## config.mk

```make
export PLATFORM = sky130hd
export DESIGN_NAME = shared_pool_multi_stack_top
export DESIGN_NICKNAME = d
export VERILOG_FILES = /design/src/rtl/spms_pkg.sv /design/src/rtl/shared_pool_multi_stack_top.sv /design/src/rtl/spms_ctrl.sv /design/src/rtl/spms_datapath.sv
export SDC_FILE = /design/constraint.sdc
export NUM_CORES = 1
export LEC_CHECK = 0
export BUFFER_PORTS_ARGS = -buffer_cell sky130_fd_sc_hd__buf_4
export CAP_MARGIN = 40
export CORE_MARGIN = 4
export CORE_UTILIZATION = 40
export DETAILED_ROUTE_END_ITERATION = 7
export GPL_TIMING_DRIVEN = 0
export MAX_ROUTING_LAYER = met4
export SYNTH_ARGS = -nofsm -noshare
export SYNTH_HDL_FRONTEND = slang
export SYNTH_SLANG_ARGS = --single-unit
```

## constraint.sdc

```tcl
create_clock -name clock -period 5 [get_ports clock]
set_input_delay 1.25 -clock clock [delete_from_list [all_inputs] [get_ports clock]]
set_output_delay 1.25 -clock clock [all_outputs]
set_load 0.01 [all_outputs]
```

## src/rtl/spms_pkg.sv

```systemverilog
// ----------------------------------------------------------------------------
// Shared pool multi-stack package
// Beat types, operation and status codes, and controller handshake structs.
// ----------------------------------------------------------------------------
`default_nettype none

package spms_pkg;

   localparam logic [1:0] OP_PUSH = 2'd0;
   localparam logic [1:0] OP_POP  = 2'd1;
   localparam logic [1:0] OP_PEEK = 2'd2;

   localparam logic [1:0] STATUS_OK    = 2'd0;
   localparam logic [1:0] STATUS_FULL  = 2'd1;
   localparam logic [1:0] STATUS_EMPTY = 2'd2;

   typedef struct packed {
      logic [1:0]         req_type;
      logic [1:0]         stack_id;
      logic signed [31:0] push_value;
   } req_item_type;

   typedef struct packed {
      logic signed [31:0] read_value;
      logic [1:0]         status;
      logic               now_empty;
   } rsp_item_type;

   typedef struct packed {
      logic accept;
      logic fetch;
      logic finish_look;
      logic finish_fetch;
   } cmd_type;

   typedef struct packed {
      logic need_fetch;
      logic slot_free;
   } sts_type;

endpackage

`default_nettype wire

```

## src/rtl/shared_pool_multi_stack_top.sv

```systemverilog
// ----------------------------------------------------------------------------
// Shared pool multi-stack top level
// Several stacks share one pool of entries linked from each top downward.
//
//   channel   ports                          direction
//   request   req_valid req_stall req_data   in  (push, pop or peek)
//   response  rsp_valid rsp_stall rsp_data   out (one beat per request)
//
// A push ends in the lookup step that loads its response beat; a pop or peek
// adds a fetch step, the registered pool read, when its stack holds an entry.
// One request is in work at a time; the next is accepted the cycle after
// the response beat is loaded, even while that beat still waits.
// Free entries come from a fill count and a free list, so reset needs
// no clearing pass and the block is ready in the first cycle after reset.
// A stalled response beat holds the block in its final step until taken.
// ----------------------------------------------------------------------------
`default_nettype none

module shared_pool_multi_stack_top #(
   parameter int POOL_DEPTH  = 16,
   parameter int NUM_STACKS  = 4,
   parameter int VALUE_WIDTH = 32
) (
   input  wire logic                   clock,
   input  wire logic                   reset,
   input  wire logic                   req_valid,
   output logic                        req_stall,
   input  wire spms_pkg::req_item_type req_data,
   output logic                        rsp_valid,
   input  wire logic                   rsp_stall,
   output spms_pkg::rsp_item_type      rsp_data
);

   spms_pkg::cmd_type cmd;
   spms_pkg::sts_type sts;

   spms_ctrl u_ctrl (
      .clock     (clock),
      .reset     (reset),
      .req_valid (req_valid),
      .req_stall (req_stall),
      .sts       (sts),
      .cmd       (cmd)
   );

   spms_datapath #(
      .POOL_DEPTH  (POOL_DEPTH),
      .NUM_STACKS  (NUM_STACKS),
      .VALUE_WIDTH (VALUE_WIDTH)
   ) u_datapath (
      .clock     (clock),
      .reset     (reset),
      .req_data  (req_data),
      .rsp_stall (rsp_stall),
      .cmd       (cmd),
      .sts       (sts),
      .rsp_valid (rsp_valid),
      .rsp_data  (rsp_data)
   );

endmodule

`default_nettype wire

```

## src/rtl/spms_ctrl.sv

```systemverilog
// ----------------------------------------------------------------------------
// Shared pool multi-stack controller
// Sequences one operation at a time through lookup and entry fetch steps.
// ----------------------------------------------------------------------------
`default_nettype none

module spms_ctrl (
   input  wire logic              clock,
   input  wire logic              reset,
   input  wire logic              req_valid,
   output logic                   req_stall,
   input  wire spms_pkg::sts_type sts,
   output spms_pkg::cmd_type      cmd
);

   localparam logic [1:0] S_IDLE  = 2'd0;
   localparam logic [1:0] S_LOOK  = 2'd1;
   localparam logic [1:0] S_FETCH = 2'd2;

   logic [1:0] state_ff;
   logic [1:0] state_in;

   always_comb begin
      state_in = state_ff;
      cmd      = '0;
      unique case (state_ff)
         S_IDLE: begin
            if (req_valid) begin
               cmd.accept = 1'b1;
               state_in   = S_LOOK;
            end
         end
         S_LOOK: begin
            if (sts.need_fetch) begin
               cmd.fetch = 1'b1;
               state_in  = S_FETCH;
            end else if (sts.slot_free) begin
               cmd.finish_look = 1'b1;
               state_in        = S_IDLE;
            end
         end
         S_FETCH: begin
            if (sts.slot_free) begin
               cmd.finish_fetch = 1'b1;
               state_in         = S_IDLE;
            end
         end
         default: begin
            state_in = S_IDLE;
         end
      endcase
   end

   always_ff @(posedge clock) begin
      if (reset) begin
         state_ff <= S_IDLE;
      end else begin
         state_ff <= state_in;
      end
   end

   assign req_stall = (state_ff != S_IDLE);

endmodule

`default_nettype wire

```

## src/rtl/spms_datapath.sv

```systemverilog
// ----------------------------------------------------------------------------
// Shared pool multi-stack datapath
// Entry pool, free list, stack tops and the result register.
// ----------------------------------------------------------------------------
`default_nettype none

module spms_datapath #(
   parameter int POOL_DEPTH  = 16,
   parameter int NUM_STACKS  = 4,
   parameter int VALUE_WIDTH = 32
) (
   input  wire logic                   clock,
   input  wire logic                   reset,
   input  wire spms_pkg::req_item_type req_data,
   input  wire logic                   rsp_stall,
   input  wire spms_pkg::cmd_type      cmd,
   output spms_pkg::sts_type           sts,
   output logic                        rsp_valid,
   output spms_pkg::rsp_item_type      rsp_data
);

   localparam int IDX_W = $clog2(POOL_DEPTH);
   localparam int CNT_W = $clog2(POOL_DEPTH + 1);
   localparam int STK_W = (NUM_STACKS > 1) ? $clog2(NUM_STACKS) : 1;
   localparam logic [CNT_W-1:0] CNT_FULL = CNT_W'(POOL_DEPTH);
   localparam logic [CNT_W-1:0] CNT_ONE  = CNT_W'(1);

   logic [VALUE_WIDTH-1:0] value_mem [POOL_DEPTH];
   logic [IDX_W:0]         link_mem  [POOL_DEPTH];
   logic [IDX_W-1:0]       free_mem  [POOL_DEPTH];
   logic [IDX_W-1:0]       top_mem   [NUM_STACKS];

   spms_pkg::req_item_type req_ff;
   logic [IDX_W-1:0]       top_rd_ff;
   logic [IDX_W-1:0]       free_rd_ff;
   logic [VALUE_WIDTH-1:0] value_rd_ff;
   logic [IDX_W:0]         link_rd_ff;

   logic [NUM_STACKS-1:0]  top_valid_ff;
   logic [NUM_STACKS-1:0]  top_valid_in;
   logic [CNT_W-1:0]       fresh_ff;
   logic [CNT_W-1:0]       fresh_in;
   logic [CNT_W-1:0]       free_cnt_ff;
   logic [CNT_W-1:0]       free_cnt_in;
   logic                   rsp_valid_ff;
   logic                   rsp_valid_in;
   spms_pkg::rsp_item_type rsp_data_ff;
   spms_pkg::rsp_item_type rsp_data_in;

   logic [31:0]            acc_wide;
   logic [STK_W-1:0]       acc_idx;
   logic [CNT_W-1:0]       free_last;
   logic [31:0]            sid_wide;
   logic [STK_W-1:0]       sid_idx;
   logic                   sid_ok;
   logic                   tv;
   logic                   is_push;
   logic                   is_pop;
   logic                   is_peek;
   logic                   have_free;
   logic                   have_fresh;
   logic                   full;
   logic                   push_ok;
   logic [IDX_W-1:0]       alloc_idx;
   logic signed [63:0]     val_ext;

   logic                   entry_we;
   logic [VALUE_WIDTH-1:0] value_wd;
   logic [IDX_W:0]         link_wd;
   logic                   top_we;
   logic [IDX_W-1:0]       top_wd;
   logic                   free_we;

   always_comb begin
      acc_wide  = 32'(req_data.stack_id);
      acc_idx   = acc_wide[STK_W-1:0];
      free_last = free_cnt_ff - CNT_ONE;
      sid_wide  = 32'(req_ff.stack_id);
      sid_idx   = sid_wide[STK_W-1:0];
      sid_ok    = (sid_wide < 32'(NUM_STACKS));
      tv        = sid_ok && top_valid_ff[sid_idx];
      is_push   = (req_ff.req_type == spms_pkg::OP_PUSH);
      is_pop    = (req_ff.req_type == spms_pkg::OP_POP);
      is_peek   = (req_ff.req_type == spms_pkg::OP_PEEK);
      have_free  = (free_cnt_ff != '0);
      have_fresh = (fresh_ff != CNT_FULL);
      full       = !have_free && !have_fresh;
      push_ok    = sid_ok && is_push && !full;
      alloc_idx  = have_free ? free_rd_ff : fresh_ff[IDX_W-1:0];
      val_ext    = 64'(signed'(value_rd_ff));
   end

   assign sts.need_fetch = sid_ok && (is_pop || is_peek) && tv;
   assign sts.slot_free  = !rsp_valid_ff || !rsp_stall;

   always_comb begin
      entry_we     = cmd.finish_look && push_ok;
      value_wd     = VALUE_WIDTH'($unsigned(req_ff.push_value));
      link_wd      = {tv, top_rd_ff};
      top_we       = 1'b0;
      top_wd       = alloc_idx;
      free_we      = cmd.finish_fetch && is_pop;
      top_valid_in = top_valid_ff;
      fresh_in     = fresh_ff;
      free_cnt_in  = free_cnt_ff;
      rsp_data_in  = rsp_data_ff;

      if (cmd.finish_look) begin
         rsp_data_in.read_value = '0;
         if (!sid_ok) begin
            rsp_data_in.status = spms_pkg::STATUS_EMPTY;
         end else begin
            case (req_ff.req_type) inside
               spms_pkg::OP_PUSH: begin
                  rsp_data_in.status = full ? spms_pkg::STATUS_FULL : spms_pkg::STATUS_OK;
               end
               spms_pkg::OP_POP, spms_pkg::OP_PEEK: begin
                  rsp_data_in.status = spms_pkg::STATUS_EMPTY;
               end
               default: begin
                  rsp_data_in.status = spms_pkg::STATUS_OK;
               end
            endcase
         end
         rsp_data_in.now_empty = !sid_ok ? 1'b1 : (push_ok ? 1'b0 : !tv);
         if (push_ok) begin
            top_we                = 1'b1;
            top_wd                = alloc_idx;
            top_valid_in[sid_idx] = 1'b1;
            if (have_free) begin
               free_cnt_in = free_cnt_ff - CNT_ONE;
            end else begin
               fresh_in = fresh_ff + CNT_ONE;
            end
         end
      end

      if (cmd.finish_fetch) begin
         rsp_data_in.read_value = val_ext[31:0];
         rsp_data_in.status     = spms_pkg::STATUS_OK;
         rsp_data_in.now_empty  = is_pop ? !link_rd_ff[IDX_W] : 1'b0;
         if (is_pop) begin
            top_we                = 1'b1;
            top_wd                = link_rd_ff[IDX_W-1:0];
            top_valid_in[sid_idx] = link_rd_ff[IDX_W];
            free_cnt_in           = free_cnt_ff + CNT_ONE;
         end
      end

      if (cmd.finish_look || cmd.finish_fetch) begin
         rsp_valid_in = 1'b1;
      end else begin
         rsp_valid_in = rsp_valid_ff && rsp_stall;
      end
   end

   always_ff @(posedge clock) begin
      if (cmd.accept) begin
         req_ff     <= req_data;
         top_rd_ff  <= top_mem[acc_idx];
         free_rd_ff <= free_mem[free_last[IDX_W-1:0]];
      end
      if (cmd.fetch) begin
         value_rd_ff <= value_mem[top_rd_ff];
         link_rd_ff  <= link_mem[top_rd_ff];
      end
      if (entry_we) begin
         value_mem[alloc_idx] <= value_wd;
         link_mem[alloc_idx]  <= link_wd;
      end
      if (top_we) begin
         top_mem[sid_idx] <= top_wd;
      end
      if (free_we) begin
         free_mem[free_cnt_ff[IDX_W-1:0]] <= top_rd_ff;
      end
   end

   always_ff @(posedge clock) begin
      if (reset) begin
         top_valid_ff <= '0;
         fresh_ff     <= '0;
         free_cnt_ff  <= '0;
         rsp_valid_ff <= 1'b0;
      end else begin
         top_valid_ff <= top_valid_in;
         fresh_ff     <= fresh_in;
         free_cnt_ff  <= free_cnt_in;
         rsp_valid_ff <= rsp_valid_in;
      end
   end

   always_ff @(posedge clock) begin
      rsp_data_ff <= rsp_data_in;
   end

   assign rsp_valid = rsp_valid_ff;
   assign rsp_data  = rsp_data_ff;

endmodule

`default_nettype wire

```

==> results.ini, run 1 <==
[outcome]
status=finished clean

[clock_network]
clockBufferDepth=3
cts_tree=done
clock-sinks=805
cts_resized=0
cts_root_buf=clkbuf_16
postCtsSetupRepairBufs=0
cts_hold_buf=0
clk_latency_ns=0.63
h-tree-depth=3
clk_pin_slew_ns=0.06
cts_made_buffers=82

[detailed_routing]
avgViaCountPerCell=5.47
drc=0
wire_per_inst_um=26.2
drtIter0Drc=1679
ant_nets=0
wl_um=69200
drtPass1Iterations=5
vias=14400

[global_route]
gr-total-overflow=0
track_usage=0.177
antenna_found_initial=2
grt_pass1_vias=14900
grt_max_degree=31
grt_pass1_wl_um=102000

[synth]
yosys_warnings=0
avgSynthCellArea_um2=22.9
synth_edf_count=786
yosysUniqueCellTypes=50
synth_most_common_cell=edfxtp_1
synth-seq-area-share=0.783
ys.flop_type=edfxtp_1
synthCells=1338
yosys-top-cells-count=edfxtp_1 (786), mux4_2 (210), nor2_1 (46)
synthArstFlopShare=0
syn-cell-area_um2=30600
synth_top_area_frac=0.770
synth_largest_area_cell=edfxtp_1
synth.net_count=1387
synthTopCellsByArea=edfxtp_1 (77%), mux4_2 (15%), dfxtp_1 (1.2%)
ys_ff_latch=805

[floorplanning]
std_cell_rows=101
start_util=0.403
die_x_um=285
core_um2=75900
die_height_um=285
io_pins=77
fp.dieArea_um2=81100

[setup_path]
path_common_cell=buf_6
path_cells=buf_2 -> inv_1 -> ha_1 -> or4b_4 -> buf_6 -> buf_6 -> nor3_1 -> o211ai_1 -> nor2_4 -> buf_12
r2r_slack_ns=1.32
critPathSlowestCell=nor2_4
path_max_fanout=19
regToRegEndpoint=u_datapath.value_mem[2][10]
critPathArrivalTime_ns=3.99
critPathMaxStageDelay_ns=0.80
cp-end-kind=flip-flop
cp.required_ns=5.31
start_kind=flip-flop
critPathKind=flip-flop to flip-flop
r2r_start=u_datapath.free_cnt_ff[0]
rr_worst_depth=10

[sta]
period_share=0.735
fin_crit_ns=3.68
skew_ns=0.0234
hold_viol_final=0
slew_headroom=0.396
rsz0062_at_grt=no
worstMarginPinSlew_ns=0.902
drv_slew=0
max_freq_ghz=0.272
setup_viol=0

[worst_hold_path]
hold_depth=2
min_to=u_datapath.rsp_data[2]
hold_class=flip-flop to flip-flop
hold_start=u_datapath.rsp_data[2]

[final_layout]
fin_cells=2638
antenna_cells=0
nets=1596
syn2layout_area_growth_pct=17.9
fillCellCount=6165
design_area_um2=36100
layout-drive-gt1-share=0.313

[power_and_ir_drop]
p_sw_mw=2.82
p_clk_frac=0.423
ir_drop_mv=0.258
power_density_nw_per_um2=387
p_leak_nw=11.4
combinationalPowerShare=0.038
intPower_mw=11.2
sw_frac_of_total=0.202
p_seq_frac=0.540

[placed_design]
hpwl_um=43300
placed_cells=2488
io_buffers=76
placed_area_um2=33500
gp_congestion=0.814

[flow_run]
drv_cap=0

per-layer routing:
metal / track usage / wire (um) / vias to the layer above / part of all wire
met1: 0.251 / 29900 / 7711 / 0.43
li1: - / - / 6098 / -
met2: 0.275 / 33800 / 522 / 0.49
met4: 0.0388 / 1210 / 0 / 0.017
met3: 0.0283 / 4320 / 108 / 0.062
met5: - / 0 / - / 0
flip-flops by register name, summed over array words and instances (netlist names), 16 cells and up:
name	cells
u_datapath.link_mem	80
u_datapath.value_rd_ff	32
u_datapath.rsp_data	35
u_datapath.value_wd	32
u_datapath.top_mem	16
u_datapath.value_mem	512
u_datapath.free_mem	64
cell type report:
class                      instances  area [um^2]  area share
sequential                       805        24000       0.664
multi-input combinational        451         6330       0.175
clock buffer                     102         2200      0.0609
timing repair buffer             125         1480      0.0410
tap                             1030         1290      0.0357
buffer                            69          402      0.0111
clock inverter                    43          388      0.0107
inverter                          13         48.8     0.00135
worst max-delay path by stage:
| stage | startpoint | to | cells past startpoint |
|---|---|---|---|
| global route | u_datapath.free_cnt_ff[0] | u_datapath.value_mem[1][10] | 10 |
| global placement | rsp_stall | u_datapath.value_mem[11][20] | 5 |
| detailed placement | rsp_stall | u_datapath.value_mem[0][17] | 6 |
| finish | u_datapath.free_cnt_ff[0] | u_datapath.value_mem[2][10] | 10 |
| CTS | u_datapath.free_cnt_ff[0] | u_datapath.value_mem[2][29] | 10 |
| floorplan | rsp_stall | u_datapath.link_mem[7][0] | 4 |
through the flow:
stage	power (mW)	util	worst slack [ns]	hold WS, ns	setup TNS, ns
floorplan	7.99	-	1.05	0.447	0
global placement	8.19	0.428	-1.61	0.458	-890.60
global route	14.4	0.476	1.13	0.514	0
CTS	14.1	0.475	1.29	0.493	0
finish	14.0	0.476	1.32	0.489	0
detailed placement	8.23	0.441	1.13	0.488	0
power groups by stage:
stage	sequential (mW)	combinational, mW	clock (mW)
after floorplan	7.67	0.317	0
after global placement	7.70	0.494	0
after detailed placement	7.69	0.537	0
after CTS	7.55	0.538	6.03
after global routing	7.55	0.564	6.33
final	7.55	0.526	5.91
cell families after synthesis:
| family | after synthesis | synth area share |
|---|---|---|
| fa+ha+maj | 9 | 0.00368 |
| xor+xnor | 3 | 0.000858 |
| buf+inv | 82 | 0.0147 |
| compound gates | 54 | 0.0130 |
| flops | 805 | 0.783 |
| simple gates | 170 | 0.0287 |
| mux | 215 | 0.156 |
cells in the final DEF, fill, tap and decap left out, drive strengths merged, types with 4 or more instances in the layout:
master / n
nand4: 6
clkinv: 33
o31ai: 6
nor2: 46
nand3: 8
a31oi: 16
nor2b: 5
nor3b: 4
mux4: 210
inv: 16
a21oi: 10
clkbuf: 135
edfxtp: 786
bufinv: 6
ha: 9
nand2b: 6
nor3: 18
and3: 36
dfxtp: 19
buf: 161
o211ai: 5
nand2: 29
critical path, delay by kind of cell (launching register included):
family	cells	cell delay (ns)
flops	1	0.34
buf+inv	5	0.97
simple gates	3	1.43
fa+ha+maj	1	0.22
compound gates	1	0.37
Power figures use the tool's default switching activity.
==> inputs of run 2 (changes only) <==
clock period = 3.1 ns   (was 5 ns; I/O delays follow)
==> results.ini, run 2 (same netlist as run 1, synthesis figures left out) <==
[detailed_routing]
top_layer_used=met4
m1WireLength_um=30300
ant_nets=0
dr_wl_met3_um=5220
route.met2.wl_um=33900
drtPass1Iterations=7
avgViaCountPerCell=5.49
wire_per_inst_um=26.5
drc=0
drtIter0Drc=1450
wl_um=70800
vias=14700

[clock_network]
h-tree-depth=3
cts_made_buffers=83
clock-sinks=805
cts_root_buf=clkbuf_16
clockBufferDepth=3
cts_tree=done
clk_latency_ns=0.62
clk_pin_slew_ns=0.06

[setup_path]
path_max_fanout=16
r2r_start=u_datapath.free_cnt_ff[0]
start_kind=flip-flop
cp.required_ns=3.47
critPathMaxStageDelay_ns=0.47
crit_path_end=u_datapath.value_mem[7][29]
regToRegEndpoint=u_datapath.value_mem[7][29]
path_cells=clkbuf_4 -> inv_2 -> ha_1 -> or4b_4 -> buf_6 -> o2111ai_4 -> a211o_1 -> nor2_4 -> buf_16 -> buf_12
cp-end-kind=flip-flop
critPathSlowestCell=or4b_4
cp-startpoint=u_datapath.free_cnt_ff[0]
rr_worst_depth=10
r2r_slack_ns=0.11
critPathArrivalTime_ns=3.36
critPathKind=flip-flop to flip-flop

[sta]
fin_ws_ns=0.107
skew_ns=0.0148
drv_slew=0
max_freq_ghz=0.334
fin_crit_ns=2.99
hold_viol_final=0
setup_viol=0
worstMarginPinSlew_ns=0.914
rsz0062_at_grt=no
period_share=0.965
slew_headroom=0.391

[global_route]
grt_pass1_vias=15100
track_usage=0.181
gr-total-overflow=0
grt_max_degree=38
antenna_found_initial=2
grt_pass1_wl_um=104000

[power_and_ir_drop]
ir_drop_mv=0.419
p_leak_nw=11.7
combinationalPowerShare=0.038
sw_frac_of_total=0.201
intPower_mw=18.4
p_sw_mw=4.65
power_density_nw_per_um2=628
p_clk_frac=0.435
p_seq_frac=0.527

[final_layout]
syn2layout_area_growth_pct=20.0
layout_commonest_cell=edfxtp_1
layout-drive-gt1-share=0.334
design_area_um2=36800
antenna_cells=0
nets=1623
layout_common_cells=edfxtp_1 (786), mux4_2 (210), buf_4 (92)
largest_reg_flops=512
regMostFlops=u_datapath.value_mem
fin_cells=2672
fillCellCount=6027

[floorplanning]
io_pins=77
core_um2=75900
start_util=0.403
die_height_um=285
fp.dieArea_um2=81100
die_x_um=285
std_cell_rows=101

[placed_design]
gp_congestion=0.821
io_buffers=76
pre_cts_slack_ns=-0.483
hpwl_um=43000
placed_area_um2=33600
placed_cells=2494

[worst_hold_path]
hold_class=input pin to flip-flop

[outcome]
status=finished clean

[flow_run]
drv_cap=0

-- run 2: cell type report --
class                   count  area [um^2]  share of cell area
inverters                  13         48.8             0.00133
plain buffers              67          419              0.0114
clock buffers             101         2190              0.0595
clock inverters            52          551              0.0150
repair buffers            153         1920              0.0522
well taps                1030         1290              0.0351
multi-input cells         451         6360               0.173
flip-flops and latches    805        24000               0.652
-- run 2: per-stage QoR --
stage	TNS [ns]	power (mW)	utilization	hold slack, ns
after floorplan	-67.56	12.9	-	0.447
after global placement	-981.99	13.2	0.429	0.457
after detailed placement	-136.62	13.3	0.443	0.470
after CTS	0	23.3	0.484	0.282
after global routing	0	23.9	0.484	0.283
final	0	23.1	0.484	0.324
-- run 2: how the worst min path moves through the flow --
stage | startpoint | end | depth (start not counted) | slack, ns
after floorplan | u_datapath.fresh_ff[4] | u_datapath.fresh_ff[4] | 2 | 0.45
after global placement | u_datapath.fresh_ff[4] | u_datapath.fresh_ff[4] | 2 | 0.46
after detailed placement | u_datapath.fresh_ff[4] | u_datapath.fresh_ff[4] | 2 | 0.47
after CTS | req_data[4] | u_datapath.value_wd[4] | 1 | 0.28
after global routing | req_data[21] | u_datapath.value_wd[21] | 1 | 0.28
final | req_data[21] | u_datapath.value_wd[21] | 1 | 0.32
-- run 2: what timing repair did --
item,in CTS,in global routing
setup endpoints to repair,543,149
endpoints found under the hold margin,0,0
hold buffers,0,0
gates resized for setup,14,2
pin swaps,15,0
buffers inserted,28,0
gates cloned,0,0
-- run 2: worst max-delay path: cells and delay by family (launching register included) --
kind	cells	cell delay [ns]
AO/OA/AOI/OAI	2	0.73
flip-flops	1	0.34
adder cells (fa/ha/maj)	1	0.22
AND/OR/NAND/NOR	2	0.56
buffers and inverters	5	0.86
-- run 2: metal layers --
| metal | vias to the layer above | GRT usage |
|---|---|---|
| met5 | - | - |
| met4 | 0 | 0.0404 |
| met3 | 102 | 0.0347 |
| met2 | 607 | 0.279 |
| met1 | 7815 | 0.254 |
| li1 | 6150 | - |
-- run 2: power by group through the flow --
stage	sequential [mW]	combinational (mW)	clock (mW)
floorplan	12.4	0.513	0
finish	12.2	0.869	10.0
global placement	12.4	0.800	0
detailed placement	12.4	0.874	0
CTS	12.2	0.888	10.3
global route	12.2	0.929	10.7
